### src/design/b85e_pkg.sv
package b85e_pkg;

    localparam int unsigned BYTES_PER_GROUP  = 4;
    localparam int unsigned DIGITS_PER_GROUP = 5;
    localparam int unsigned PIPE_STAGES      = DIGITS_PER_GROUP - 1;

    localparam int unsigned WORD_W  = 32;
    localparam int unsigned QUOT_W  = 26;     // ceil(log2(2^32 / 85))
    localparam int unsigned DIGIT_W = 7;
    localparam int unsigned CHAR_W  = 7;

    // Exact reciprocal for unsigned 32-bit division by 85: (x * M) >> 38
    localparam logic [31:0] RECIP85  = 32'hC0C0C0C1;
    localparam int unsigned RECIP_SH = 38;

    localparam logic [DIGIT_W-1:0] DIG_UPPER = 7'd10;
    localparam logic [DIGIT_W-1:0] DIG_LOWER = 7'd36;
    localparam logic [DIGIT_W-1:0] DIG_PUNCT = 7'd62;
    localparam int unsigned PUNCT_N = 23;

    localparam logic [CHAR_W-1:0] PUNCT [PUNCT_N] = '{
        7'h21, 7'h23, 7'h24, 7'h25, 7'h26, 7'h28, 7'h29, 7'h2A,
        7'h2B, 7'h2D, 7'h3B, 7'h3C, 7'h3D, 7'h3E, 7'h3F, 7'h40,
        7'h5E, 7'h5F, 7'h60, 7'h7B, 7'h7C, 7'h7D, 7'h7E
    };

    typedef struct packed {
        logic [WORD_W-1:0] word;
        logic              last;
    } t_group;

    typedef struct packed {
        logic [DIGITS_PER_GROUP-1:0][DIGIT_W-1:0] dig;   // index 0 is most significant
        logic                                     last;
    } t_digits;

    function automatic logic [QUOT_W-1:0] div85(input logic [WORD_W-1:0] x);
        logic [63:0] p;
        p = {32'b0, x} * {32'b0, RECIP85};
        return p[RECIP_SH +: QUOT_W];
    endfunction

    // n - 85*q, known to lie in 0..84
    function automatic logic [DIGIT_W-1:0] rem85(input logic [WORD_W-1:0] n,
                                                 input logic [QUOT_W-1:0] q);
        logic [WORD_W-1:0] qx;
        logic [WORD_W-1:0] diff;
        qx   = {{(WORD_W-QUOT_W){1'b0}}, q};
        diff = n - ((qx << 6) + (qx << 4) + (qx << 2) + qx);
        return diff[DIGIT_W-1:0];
    endfunction

    function automatic logic [CHAR_W-1:0] to_char(input logic [DIGIT_W-1:0] d);
        logic [4:0] idx;
        logic [CHAR_W-1:0] c;
        idx = 5'(d - DIG_PUNCT);
        if (d < DIG_UPPER) begin
            c = d + 7'd48;
        end else if (d < DIG_LOWER) begin
            c = d + 7'd55;
        end else if (d < DIG_PUNCT) begin
            c = d + 7'd61;
        end else if (idx < 5'(PUNCT_N)) begin
            c = PUNCT[idx];
        end else begin
            c = PUNCT[PUNCT_N-1];
        end
        return c;
    endfunction

endpackage

### src/design/b85e_pack.sv
module b85e_pack (
    input  logic                 i_clk,
    input  logic                 i_rst_n,
    input  logic                 i_valid,
    output logic                 o_ready,
    input  logic [7:0]           i_byte,
    input  logic                 i_last,
    output logic                 o_grp_valid,
    input  logic                 i_grp_ready,
    output b85e_pkg::t_group     o_grp
);

    logic [b85e_pkg::WORD_W-1:0] r_word;
    logic [1:0]                  r_cnt;
    logic                        r_gvalid;
    b85e_pkg::t_group            r_grp;

    logic [b85e_pkg::WORD_W-1:0] merged;
    logic                        accept;
    logic                        closing;

    assign o_ready = !r_gvalid || i_grp_ready;
    assign accept  = i_valid && o_ready;
    assign closing = (r_cnt == 2'(b85e_pkg::BYTES_PER_GROUP - 1)) || i_last;
    assign merged  = r_word | ({i_byte, 24'b0} >> {r_cnt, 3'b000});

    always_ff @(posedge i_clk) begin
        if (!i_rst_n) begin
            r_word   <= '0;
            r_cnt    <= '0;
            r_gvalid <= 1'b0;
        end else begin
            // Hold a pending group until taken, raise on a closing byte
            r_gvalid <= (accept && closing) || (r_gvalid && !i_grp_ready);
            if (accept) begin
                if (closing) begin
                    r_word   <= '0;
                    r_cnt    <= '0;
                end else begin
                    r_word <= merged;
                    r_cnt  <= r_cnt + 2'd1;
                end
            end
        end
    end

    always_ff @(posedge i_clk) begin
        if (accept && closing) begin
            r_grp.word <= merged;
            r_grp.last <= i_last;
        end
    end

    assign o_grp_valid = r_gvalid;
    assign o_grp       = r_grp;

    a_close_clears: assert property (@(posedge i_clk) disable iff (!i_rst_n)
        accept && closing |=> r_cnt == 2'd0 && r_word == '0 && r_gvalid)
        else $error("closing word did not reset the group");

    a_hold_pending: assert property (@(posedge i_clk) disable iff (!i_rst_n)
        r_gvalid && !i_grp_ready |=> r_gvalid && $stable(r_grp))
        else $error("pending group lost while stalled");

endmodule

### src/design/b85e_digits.sv
module b85e_digits (
    input  logic                 i_clk,
    input  logic                 i_rst_n,
    input  logic                 i_valid,
    output logic                 o_ready,
    input  b85e_pkg::t_group     i_grp,
    output logic                 o_valid,
    input  logic                 i_ready,
    output b85e_pkg::t_digits    o_dig
);

    localparam int unsigned NS = b85e_pkg::PIPE_STAGES;

    logic [b85e_pkg::WORD_W-1:0]                             r_n    [NS];
    logic [b85e_pkg::QUOT_W-1:0]                             r_q    [NS];
    logic [b85e_pkg::DIGITS_PER_GROUP-1:0][b85e_pkg::DIGIT_W-1:0] r_d [NS];
    logic [b85e_pkg::DIGITS_PER_GROUP-1:0][b85e_pkg::DIGIT_W-1:0] n_d [NS];
    logic                                                    r_last [NS];
    logic [NS-1:0]                                           r_v;
    logic [NS:0]                                             rdy;

    always_comb begin
        rdy[NS] = i_ready;
        for (int k = NS - 1; k >= 0; k--) begin
            rdy[k] = !r_v[k] || rdy[k+1];
        end
    end

    assign o_ready = rdy[0];

    always_ff @(posedge i_clk) begin
        if (!i_rst_n) begin
            r_v <= '0;
        end else begin
            if (rdy[0]) begin
                r_v[0] <= i_valid;
            end
            for (int k = 1; k < NS; k++) begin
                if (rdy[k]) begin
                    r_v[k] <= r_v[k-1];
                end
            end
        end
    end

    // Stage 0 divides the word by 85; each later stage divides the previous quotient by 85 and peels off one digit
    always_comb begin
        n_d[0] = '0;
        for (int k = 1; k < NS; k++) begin
            n_d[k] = r_d[k-1];
            n_d[k][b85e_pkg::DIGITS_PER_GROUP-k] = b85e_pkg::rem85(r_n[k-1], r_q[k-1]);
        end
    end

    always_ff @(posedge i_clk) begin
        if (rdy[0] && i_valid) begin
            r_n[0]    <= i_grp.word;
            r_q[0]    <= b85e_pkg::div85(i_grp.word);
            r_d[0]    <= n_d[0];
            r_last[0] <= i_grp.last;
        end
        for (int k = 1; k < NS; k++) begin
            if (rdy[k] && r_v[k-1]) begin
                r_n[k]    <= {{(b85e_pkg::WORD_W-b85e_pkg::QUOT_W){1'b0}}, r_q[k-1]};
                r_q[k]    <= b85e_pkg::div85(
                                 {{(b85e_pkg::WORD_W-b85e_pkg::QUOT_W){1'b0}}, r_q[k-1]});
                r_d[k]    <= n_d[k];
                r_last[k] <= r_last[k-1];
            end
        end
    end

    always_comb begin
        o_dig.dig    = r_d[NS-1];
        o_dig.dig[1] = b85e_pkg::rem85(r_n[NS-1], r_q[NS-1]);
        o_dig.dig[0] = r_q[NS-1][b85e_pkg::DIGIT_W-1:0];
        o_dig.last   = r_last[NS-1];
    end

    assign o_valid = r_v[NS-1];

endmodule

### src/design/b85e_serial.sv
module b85e_serial (
    input  logic                         i_clk,
    input  logic                         i_rst_n,
    input  logic                         i_valid,
    output logic                         o_ready,
    input  b85e_pkg::t_digits            i_dig,
    output logic                         o_valid,
    input  logic                         i_ready,
    output logic [b85e_pkg::CHAR_W-1:0]  o_char,
    output logic                         o_group_end,
    output logic                         o_stream_end
);

    localparam logic [2:0] LAST_POS = 3'(b85e_pkg::DIGITS_PER_GROUP - 1);

    logic [b85e_pkg::CHAR_W-1:0] r_chr [b85e_pkg::DIGITS_PER_GROUP];
    logic [2:0]                  r_pos;
    logic                        r_valid;
    logic                        r_last;

    logic take;
    logic load;

    assign take    = r_valid && i_ready;
    assign o_ready = !r_valid || (take && r_pos == LAST_POS);
    assign load    = o_ready && i_valid;

    always_ff @(posedge i_clk) begin
        if (!i_rst_n) begin
            r_valid <= 1'b0;
            r_pos   <= '0;
        end else if (load) begin
            r_valid <= 1'b1;
            r_pos   <= '0;
        end else if (take) begin
            if (r_pos == LAST_POS) begin
                r_valid <= 1'b0;
                r_pos   <= '0;
            end else begin
                r_pos <= r_pos + 3'd1;
            end
        end
    end

    // Map all five digits at load, shift the head out on each word taken
    always_ff @(posedge i_clk) begin
        if (load) begin
            for (int k = 0; k < b85e_pkg::DIGITS_PER_GROUP; k++) begin
                r_chr[k] <= b85e_pkg::to_char(i_dig.dig[k]);
            end
            r_last <= i_dig.last;
        end else if (take) begin
            for (int k = 0; k < b85e_pkg::DIGITS_PER_GROUP - 1; k++) begin
                r_chr[k] <= r_chr[k+1];
            end
        end
    end

    assign o_valid      = r_valid;
    assign o_char       = r_chr[0];
    assign o_group_end  = r_pos == LAST_POS;
    assign o_stream_end = (r_pos == LAST_POS) && r_last;

    a_pos_range: assert property (@(posedge i_clk) disable iff (!i_rst_n)
        r_pos <= LAST_POS)
        else $error("character position out of range");

    a_empty_at_start: assert property (@(posedge i_clk) disable iff (!i_rst_n)
        !r_valid |-> r_pos == 3'd0)
        else $error("position not rewound while empty");

    a_advance: assert property (@(posedge i_clk) disable iff (!i_rst_n)
        take && r_pos != LAST_POS |=> r_valid && r_pos == $past(r_pos) + 3'd1)
        else $error("character position failed to advance");

endmodule

### src/design/base85_encoder.sv
// Base-85 encoder, RFC 1924 character set.
//
// Slave channel: one raw byte per word on s_axis_tdata[7:0]; s_axis_tlast marks
// the final byte of the data. Bytes pack big-endian into a 32-bit group; a group
// closes on its fourth byte or on a byte with tlast, unfilled low bytes as zero.
// Master channel: five words per group, the base-85 digits most significant
// first, each as an ASCII code on m_axis_tdata[6:0]. m_axis_tuser flags the
// fifth word of every group, m_axis_tlast the fifth word of a group closed by
// tlast. A short final group still gives all five characters.
//
// Path: a group's closing byte is registered in the pack register, then passes
// four divide-by-85 stages and the output shifter before its first character
// is presented. Throughput: one character per cycle on the master side while
// m_axis_tready is high, set by the output shifter; each divide stage registers
// the result of its 32x32 reciprocal multiply. A full group gives 5 characters
// for 4 bytes, and a group closed by tlast after a single byte gives 5 for it.
// Reset clears the open group and all valid flags. When the receiver stalls,
// hold the current character, fill the pipeline, then drop s_axis_tready.
module base85_encoder (
    input  logic       i_clk,
    input  logic       i_rst_n,
    input  logic       s_axis_tvalid,
    output logic       s_axis_tready,
    input  logic [7:0] s_axis_tdata,    // [7:0] in_byte
    input  logic       s_axis_tlast,    // in_last
    output logic       m_axis_tvalid,
    input  logic       m_axis_tready,
    output logic [7:0] m_axis_tdata,    // [6:0] out_char, [7] zero
    output logic       m_axis_tuser,    // group_end
    output logic       m_axis_tlast     // stream_end
);

    logic                        grp_valid;
    logic                        grp_ready;
    b85e_pkg::t_group            grp;
    logic                        dig_valid;
    logic                        dig_ready;
    b85e_pkg::t_digits           dig;
    logic [b85e_pkg::CHAR_W-1:0] out_char;

    // Gather bytes into the group word
    b85e_pack u_pack (
        .i_clk       (i_clk),
        .i_rst_n     (i_rst_n),
        .i_valid     (s_axis_tvalid),
        .o_ready     (s_axis_tready),
        .i_byte      (s_axis_tdata),
        .i_last      (s_axis_tlast),
        .o_grp_valid (grp_valid),
        .i_grp_ready (grp_ready),
        .o_grp       (grp)
    );

    // Split the word into five base-85 digits
    b85e_digits u_digits (
        .i_clk   (i_clk),
        .i_rst_n (i_rst_n),
        .i_valid (grp_valid),
        .o_ready (grp_ready),
        .i_grp   (grp),
        .o_valid (dig_valid),
        .i_ready (dig_ready),
        .o_dig   (dig)
    );

    // Map to characters and send one per word
    b85e_serial u_serial (
        .i_clk        (i_clk),
        .i_rst_n      (i_rst_n),
        .i_valid      (dig_valid),
        .o_ready      (dig_ready),
        .i_dig        (dig),
        .o_valid      (m_axis_tvalid),
        .i_ready      (m_axis_tready),
        .o_char       (out_char),
        .o_group_end  (m_axis_tuser),
        .o_stream_end (m_axis_tlast)
    );

    assign m_axis_tdata = {1'b0, out_char};

endmodule
### config.mk
export PLATFORM = sky130hd
export DESIGN_NAME = base85_encoder
export DESIGN_NICKNAME = d
export VERILOG_FILES = /design/src/design/b85e_pkg.sv /design/src/design/b85e_pack.sv /design/src/design/b85e_digits.sv /design/src/design/b85e_serial.sv /design/src/design/base85_encoder.sv
export SDC_FILE = /design/constraint.sdc
export NUM_CORES = 2
export LEC_CHECK = 0
export BUFFER_PORTS_ARGS = -buffer_cell sky130_fd_sc_hd__buf_2
export CORE_ASPECT_RATIO = 1.75
export CORE_MARGIN = 5
export CORE_UTILIZATION = 45
export DETAILED_ROUTE_END_ITERATION = 6
export HOLD_SLACK_MARGIN = 0.12
export PLACE_DENSITY = 0.67
export REMOVE_ABC_BUFFERS = 1
export SLEW_MARGIN = 5
export SYNTH_ARGS = -nofsm -noshare
export SYNTH_HDL_FRONTEND = slang
export SYNTH_HIERARCHICAL = 1
export SYNTH_SLANG_ARGS = --single-unit
export TNS_END_PERCENT = 1
### constraint.sdc
create_clock -name i_clk -period 9.1 [get_ports i_clk]
set_input_delay 0.455 -clock i_clk [delete_from_list [all_inputs] [get_ports i_clk]]
set_output_delay 0.455 -clock i_clk [all_outputs]
set_load 0.005 [all_outputs]
Word level (Yosys, flattened, before mapping)
Memory sizes are Yosys's and may differ from the RTL's. A register that Yosys moved wholly into a read port is not among the register bits.
Index checks and enable logic that the tools add are counted.
W data, S select, Z words.
{"block": "word_totals", "reg_bits": 76, "latchBits": 0, "ramBits": 411, "mem_bits_ro": 1120, "in_bits": 13, "memories": 10}
{"name": "(no name shown)", "words": 32, "width": 7, "rd": 1, "rd_ports_with_merged_regs": 0, "wr": 0, "line_no": "b85e_pkg.sv:64", "text": "c = PUNCT[idx];"}
{"name": "(no name shown)", "words": 32, "width": 7, "rd": 1, "rd_ports_with_merged_regs": 0, "wr": 0, "line_no": "b85e_pkg.sv:64"}
{"name": "(no name shown)", "words": 32, "width": 7, "rd": 1, "rd_ports_with_merged_regs": 0, "wr": 0, "line_no": "b85e_pkg.sv:64"}
{"name": "(no name shown)", "words": 32, "width": 7, "rd": 1, "rd_ports_with_merged_regs": 0, "wr": 0, "line_no": "b85e_pkg.sv:64"}
{"name": "(no name shown)", "words": 32, "width": 7, "rd": 1, "rd_ports_with_merged_regs": 0, "wr": 0, "line_no": "b85e_pkg.sv:64"}
{"name": "u_digits.r_d", "words": 4, "width": 35, "rd": 4, "rd_ports_with_merged_regs": 0, "wr": 4, "line_no": "b85e_digits.sv:16", "text": "logic [b85e_pkg::DIGITS_PER_GROUP-1:0][b85e_pkg::DIGIT_W-1:0] r_d [NS];"}
{"name": "+4 memories"}
{"block": "classes", "n_addsub": 38, "multipliers": 4, "div": 0, "order_cmp": 25, "eq_ne": 2, "shifts": 1, "muxes": 58, "bitwise_logic": 11, "reduce_logical": 30}
{"op": "$mux W7", "count": 39}
{"op": "$mul A26 B32 Y58 const B", "count": 3}
{"op": "$add A7 B6 Y7 const B", "count": 15}
{"op": "$add A7 B7 Y7", "count": 12}
{"op": "$lt A7 B6 Y1 const B", "count": 10}
{"op": "$mul A32 B32 Y64 const B", "count": 1}
{"op": "$lt A7 B4 Y1 const B", "count": 5}
{"op": "$mux W32", "count": 1}
{"op": "$or A32 B32 Y32", "count": 1}
{"op": "$shr A32 B5 Y32", "count": 1}
{"op": "$ge A6 B6 Y1 const B", "count": 5}
{"op": "$not A5 Y6", "count": 5}
{"op": "$sub A7 B7 Y7", "count": 4}
{"op": "$lt A5 B5 Y1 const B", "count": 5}
{"op": "$sub A5 B5 Y5 const B", "count": 5}
{"op": "$mux W1", "count": 16}
{"op": "$logic_and A1 B1 Y1", "count": 11}
{"op": "$logic_or A1 B1 Y1", "count": 8}
{"op": "$logic_not A1 Y1", "count": 7}
{"op": "$or A1 B1 Y1", "count": 4}
{"op": "$reduce_bool A2 Y1", "count": 2}
{"op": "$add A3 B1 Y3 const B", "count": 1}
{"op": "$eq A3 B3 Y1 const B", "count": 1}
{"op": "$mux W3", "count": 1}
{"op": "other kinds (6)", "count": 6}

Logic depth before layout (Yosys ltp)
An unclocked memory read counts as a cell.
{"block": "logic_depth", "word_depth": 16, "depth_mapped": 23, "depth_no_buf": 23}

Hierarchy
The synthesis kept the hierarchy.
{"mod": "b85e_digits", "instances": 1, "cells_each": 2897, "area_per_inst_um2": 30269.0, "seq_area_each_um2": 4374.2}
{"mod": "b85e_serial", "instances": 1, "cells_each": 652, "area_per_inst_um2": 5441.5, "seq_area_each_um2": 1161.1}
{"mod": "b85e_pack", "instances": 1, "cells_each": 208, "area_per_inst_um2": 2601.2, "seq_area_each_um2": 1691.6}
{"mod": "base85_encoder", "instances": 1, "cells_each": 2, "area_per_inst_um2": 11.3, "seq_area_each_um2": 0.0}

Least setup slack after synthesis
OpenSTA, ideal clock, no wires.
{"block": "synth_timing", "kind": "register to register", "startpoint": "register u_pack.r_grp (netlist bit u_pack/o_grp[7])", "endpoint": "memory u_digits/r_q[0][25] (netlist name), data pin", "setup_time_ns": 0.174, "arrival_time_ns": 6.195, "t_required_ns": 8.926, "setup_slack_ns": 2.731, "stages_incl_launch_ff": 23, "synth_period_minus_slack_ns": 6.369, "cell_sequence": "edfxtp_1 > ha_1 > ha_1 > inv_1 > fa_1 > inv_1 > fa_1 > inv_1 > fa_1 > fa_1 > fa_1 > inv_1 > ha_1 > ha_1 > and4_1 > and3_4 > nand2_2 > a2111oi_4 > a21oi_2 > a311o_1 > and2_4 > o311a_1 > a311oi_1"}
{"element": "from (decl)", "line_no": "b85e_pack.sv:16", "text": "b85e_pkg::t_group r_grp;"}
{"element": "to (decl)", "line_no": "b85e_digits.sv:15", "text": "logic [b85e_pkg::QUOT_W-1:0] r_q [NS];"}

==> impl_metrics.ini <==
[run_status]
outcome = finished, final reports clean

[yosys]
synth.area.top_cells = ha_1, fa_1, edfxtp_1
ys_warn_count = 6
ys_ff_latch = 255
synth_top_area_share_pct = 29.4
synth.most_common_cell = ha_1
synth.distinct_cells = 99
ys_async_sr_fraction_pct = 0
synth_flop_cell = edfxtp_1
syn_area_mm2 = 0.0383
synth_cells = 3759
yosysSeqAreaShare_pct = 18.9
synth-edff-count = 212
syn_area_per_cell_um2 = 10.2
synth_common_cells = ha_1, inv_1, fa_1
synth_top_area_cell = ha_1

[layout]
register_area_mm2 = 0.00723
drive_gt1_share_pct = 3.84
multi_input_area_mm2 = 0.0275
nets = 5056
final_core_util_pct = 48.0
diodes = 0
fillerInstances = 7859
area_growth_pct = 5.73

[worst_hold_path]
hp-start = i_rst_n
hp-class = input pin to flip-flop

[global_routing]
grt_usage_pct = 20.9
grt_pass1_vias = 29000
grt_max_degree = 39
overflow = 0
antenna_found_initial = 0
grt_pass1_wl_um = 151000

[sta]
fin_skew_ns = 0.0309
max_freq_mhz = 144
worstMarginPinSlew_ns = 1.17
rsz0062_at_grt = no
setup-tns-final_ns = 0
maxSlewHeadroom_pct = 21.9
finalCritPeriodShare_pct = 76.1
final_hold_viol_count = 0
drv_slew = 0
finalSetupViolations = 0
min_period_ns = 6.92

[clock_tree]
clock_latency_ns = 0.61
root_buffer = clkbuf_16
clock-sinks = 255
clk_pin_slew_ns = 0.06
cts_tree = built
htreeDepth = 1
numCtsBuffers = 28
cts_resized = 0
clock_path_buffers = 3

[critical_path]
end_kind = flip-flop
crit_fanout = 4
startpoint = u_pack/o_grp[5]
r2r_start = u_pack/o_grp[5]
startpoint_type = flip-flop
worstPathArrival_ns = 7.34
required_ns = 9.51
reg2reg_slack_ns = 2.18
crit_type = flip-flop to flip-flop

[floorplanning]
coreArea_mm2 = 0.0845
initial_core_util_pct = 45.4
io_pins = 25
rows = 141
die_h_um = 396
die_w_um = 231
die_area_mm2 = 0.0913

[drt]
viasPerCell = 5.50
drt_iter0_markers = 1278
postRouteAntennaNets = 0
vias = 26600
drc_errors = 0
wl_per_cell_um = 19.7
drtPass1Iterations = 5
routed_wl_um = 95600

[place]
routabilityCongestion = 0.980
hpwl_um = 83900
port_buffers = 23

[job]
drv_cap = 0
==> repair_timing <==
action / in CTS / in global routing
buffers inserted: 0 / 0
hold endpoints to repair: 2 / 0
hold buffers: 2 / 0
==> state kept, by name, summed over array words and instances (netlist names) <==
register and flops:
u_pack/o_grp_valid 1, u_pack/o_grp 33, u_serial/r_last 1, u_serial/r_pos 3, u_digits/r_q 69, u_digits/r_v 4
u_digits/r_n 28, u_pack/r_word 32, u_serial/o_valid 1, u_serial/r_chr 35, u_digits/r_last 4, u_pack/r_cnt 2
u_digits/r_d 42
==> kinds of logic after synthesis <==
family,count (synthesis),synth area share (%)
muxes,18,0.646
xor gates and xnor gates,154,3.64
and+or+nand+nor,453,5.96
buffers and inverters,933,9.43
AOI/OAI and AO/OA,656,11.8
adders and majority gates,1289,49.7
DFF,255,18.9
other,1,0.00979
==> stage by stage <==
stage	area [um2]	hold WS, ns	cells	setup WS, ns
6_report	40500	0.175	4847	2.18
5_1_grt	40500	0.169	4847	1.87
4_1_cts	40500	0.138	4847	2.19
3_5_place_dp	39500	0.405	4794	2.23
3_3_place_gp	39500	0.400	4794	2.30
2_1_floorplan	37900	0.400	3685	2.73
==> metal layers <==
layer  global-route usage [%]  vias to the layer above  wire (um)
met4                     16.1                        0       9350
met1                     18.3                    13100      29900
met5                        0                        -          0
li1                         -                    12700          -
met2                     42.7                      537      54300
met3                     1.70                      336       2110
==> worst max-delay path, stage by stage (launching register included) <==
cell and delay, ns:
edfxtp_1 0.42, ha_1 0.35, ha_1 0.33, inv_1 0.07
fa_1 0.50, inv_1 0.05, fa_1 0.51, inv_1 0.06
fa_1 0.51, fa_1 0.56, fa_1 0.55, inv_1 0.05
ha_1 0.31, ha_1 0.34, and4_1 0.24, and3_4 0.22
nand2_2 0.07, a2111oi_4 0.26, a21oi_2 0.14, a311o_1 0.41
and2_4 0.19, o311a_1 0.35, a311oi_1 0.24
==> placed cells by master (no fill, tap or decap), types with 28 or more instances in the layout <==
master | synthesis | layout
a21o_1 | 92 | 92
nand2_1 | 95 | 95
dfxtp_1 | 43 | 43
fa_1 | 387 | 387
o21ai_0 | 94 | 94
nor2_1 | 110 | 110
clkbuf_16 | 0 | 31
a31oi_1 | 29 | 28
ha_1 | 902 | 902
a21oi_1 | 167 | 166
xnor2_1 | 115 | 115
a41oi_1 | 44 | 44
xor2_1 | 36 | 36
nor3_1 | 36 | 35
inv_1 | 857 | 857
nand3_1 | 48 | 48
edfxtp_1 | 212 | 212
==> final timing paths <==
check,end,depth (start not counted)
worst min register to register,u_digits/r_d[3][25],0
worst max register to register,u_digits/r_q[0][25],22
worst min-delay path,u_digits/r_v[2],2
worst max-delay path,u_digits/r_q[0][25],22
==> final cells by class <==
type	count	share of cell area, %
clock inverter	17	0.386
inverter	859	7.96
multi-input combinational	2571	68.0
timing repair buffer	39	0.593
sequential	255	17.8
clock buffer	34	1.97
tap	1072	3.31
Power is not shown: default switching activity piles up to over one toggle a cycle in this logic, so the estimate is an artifact.
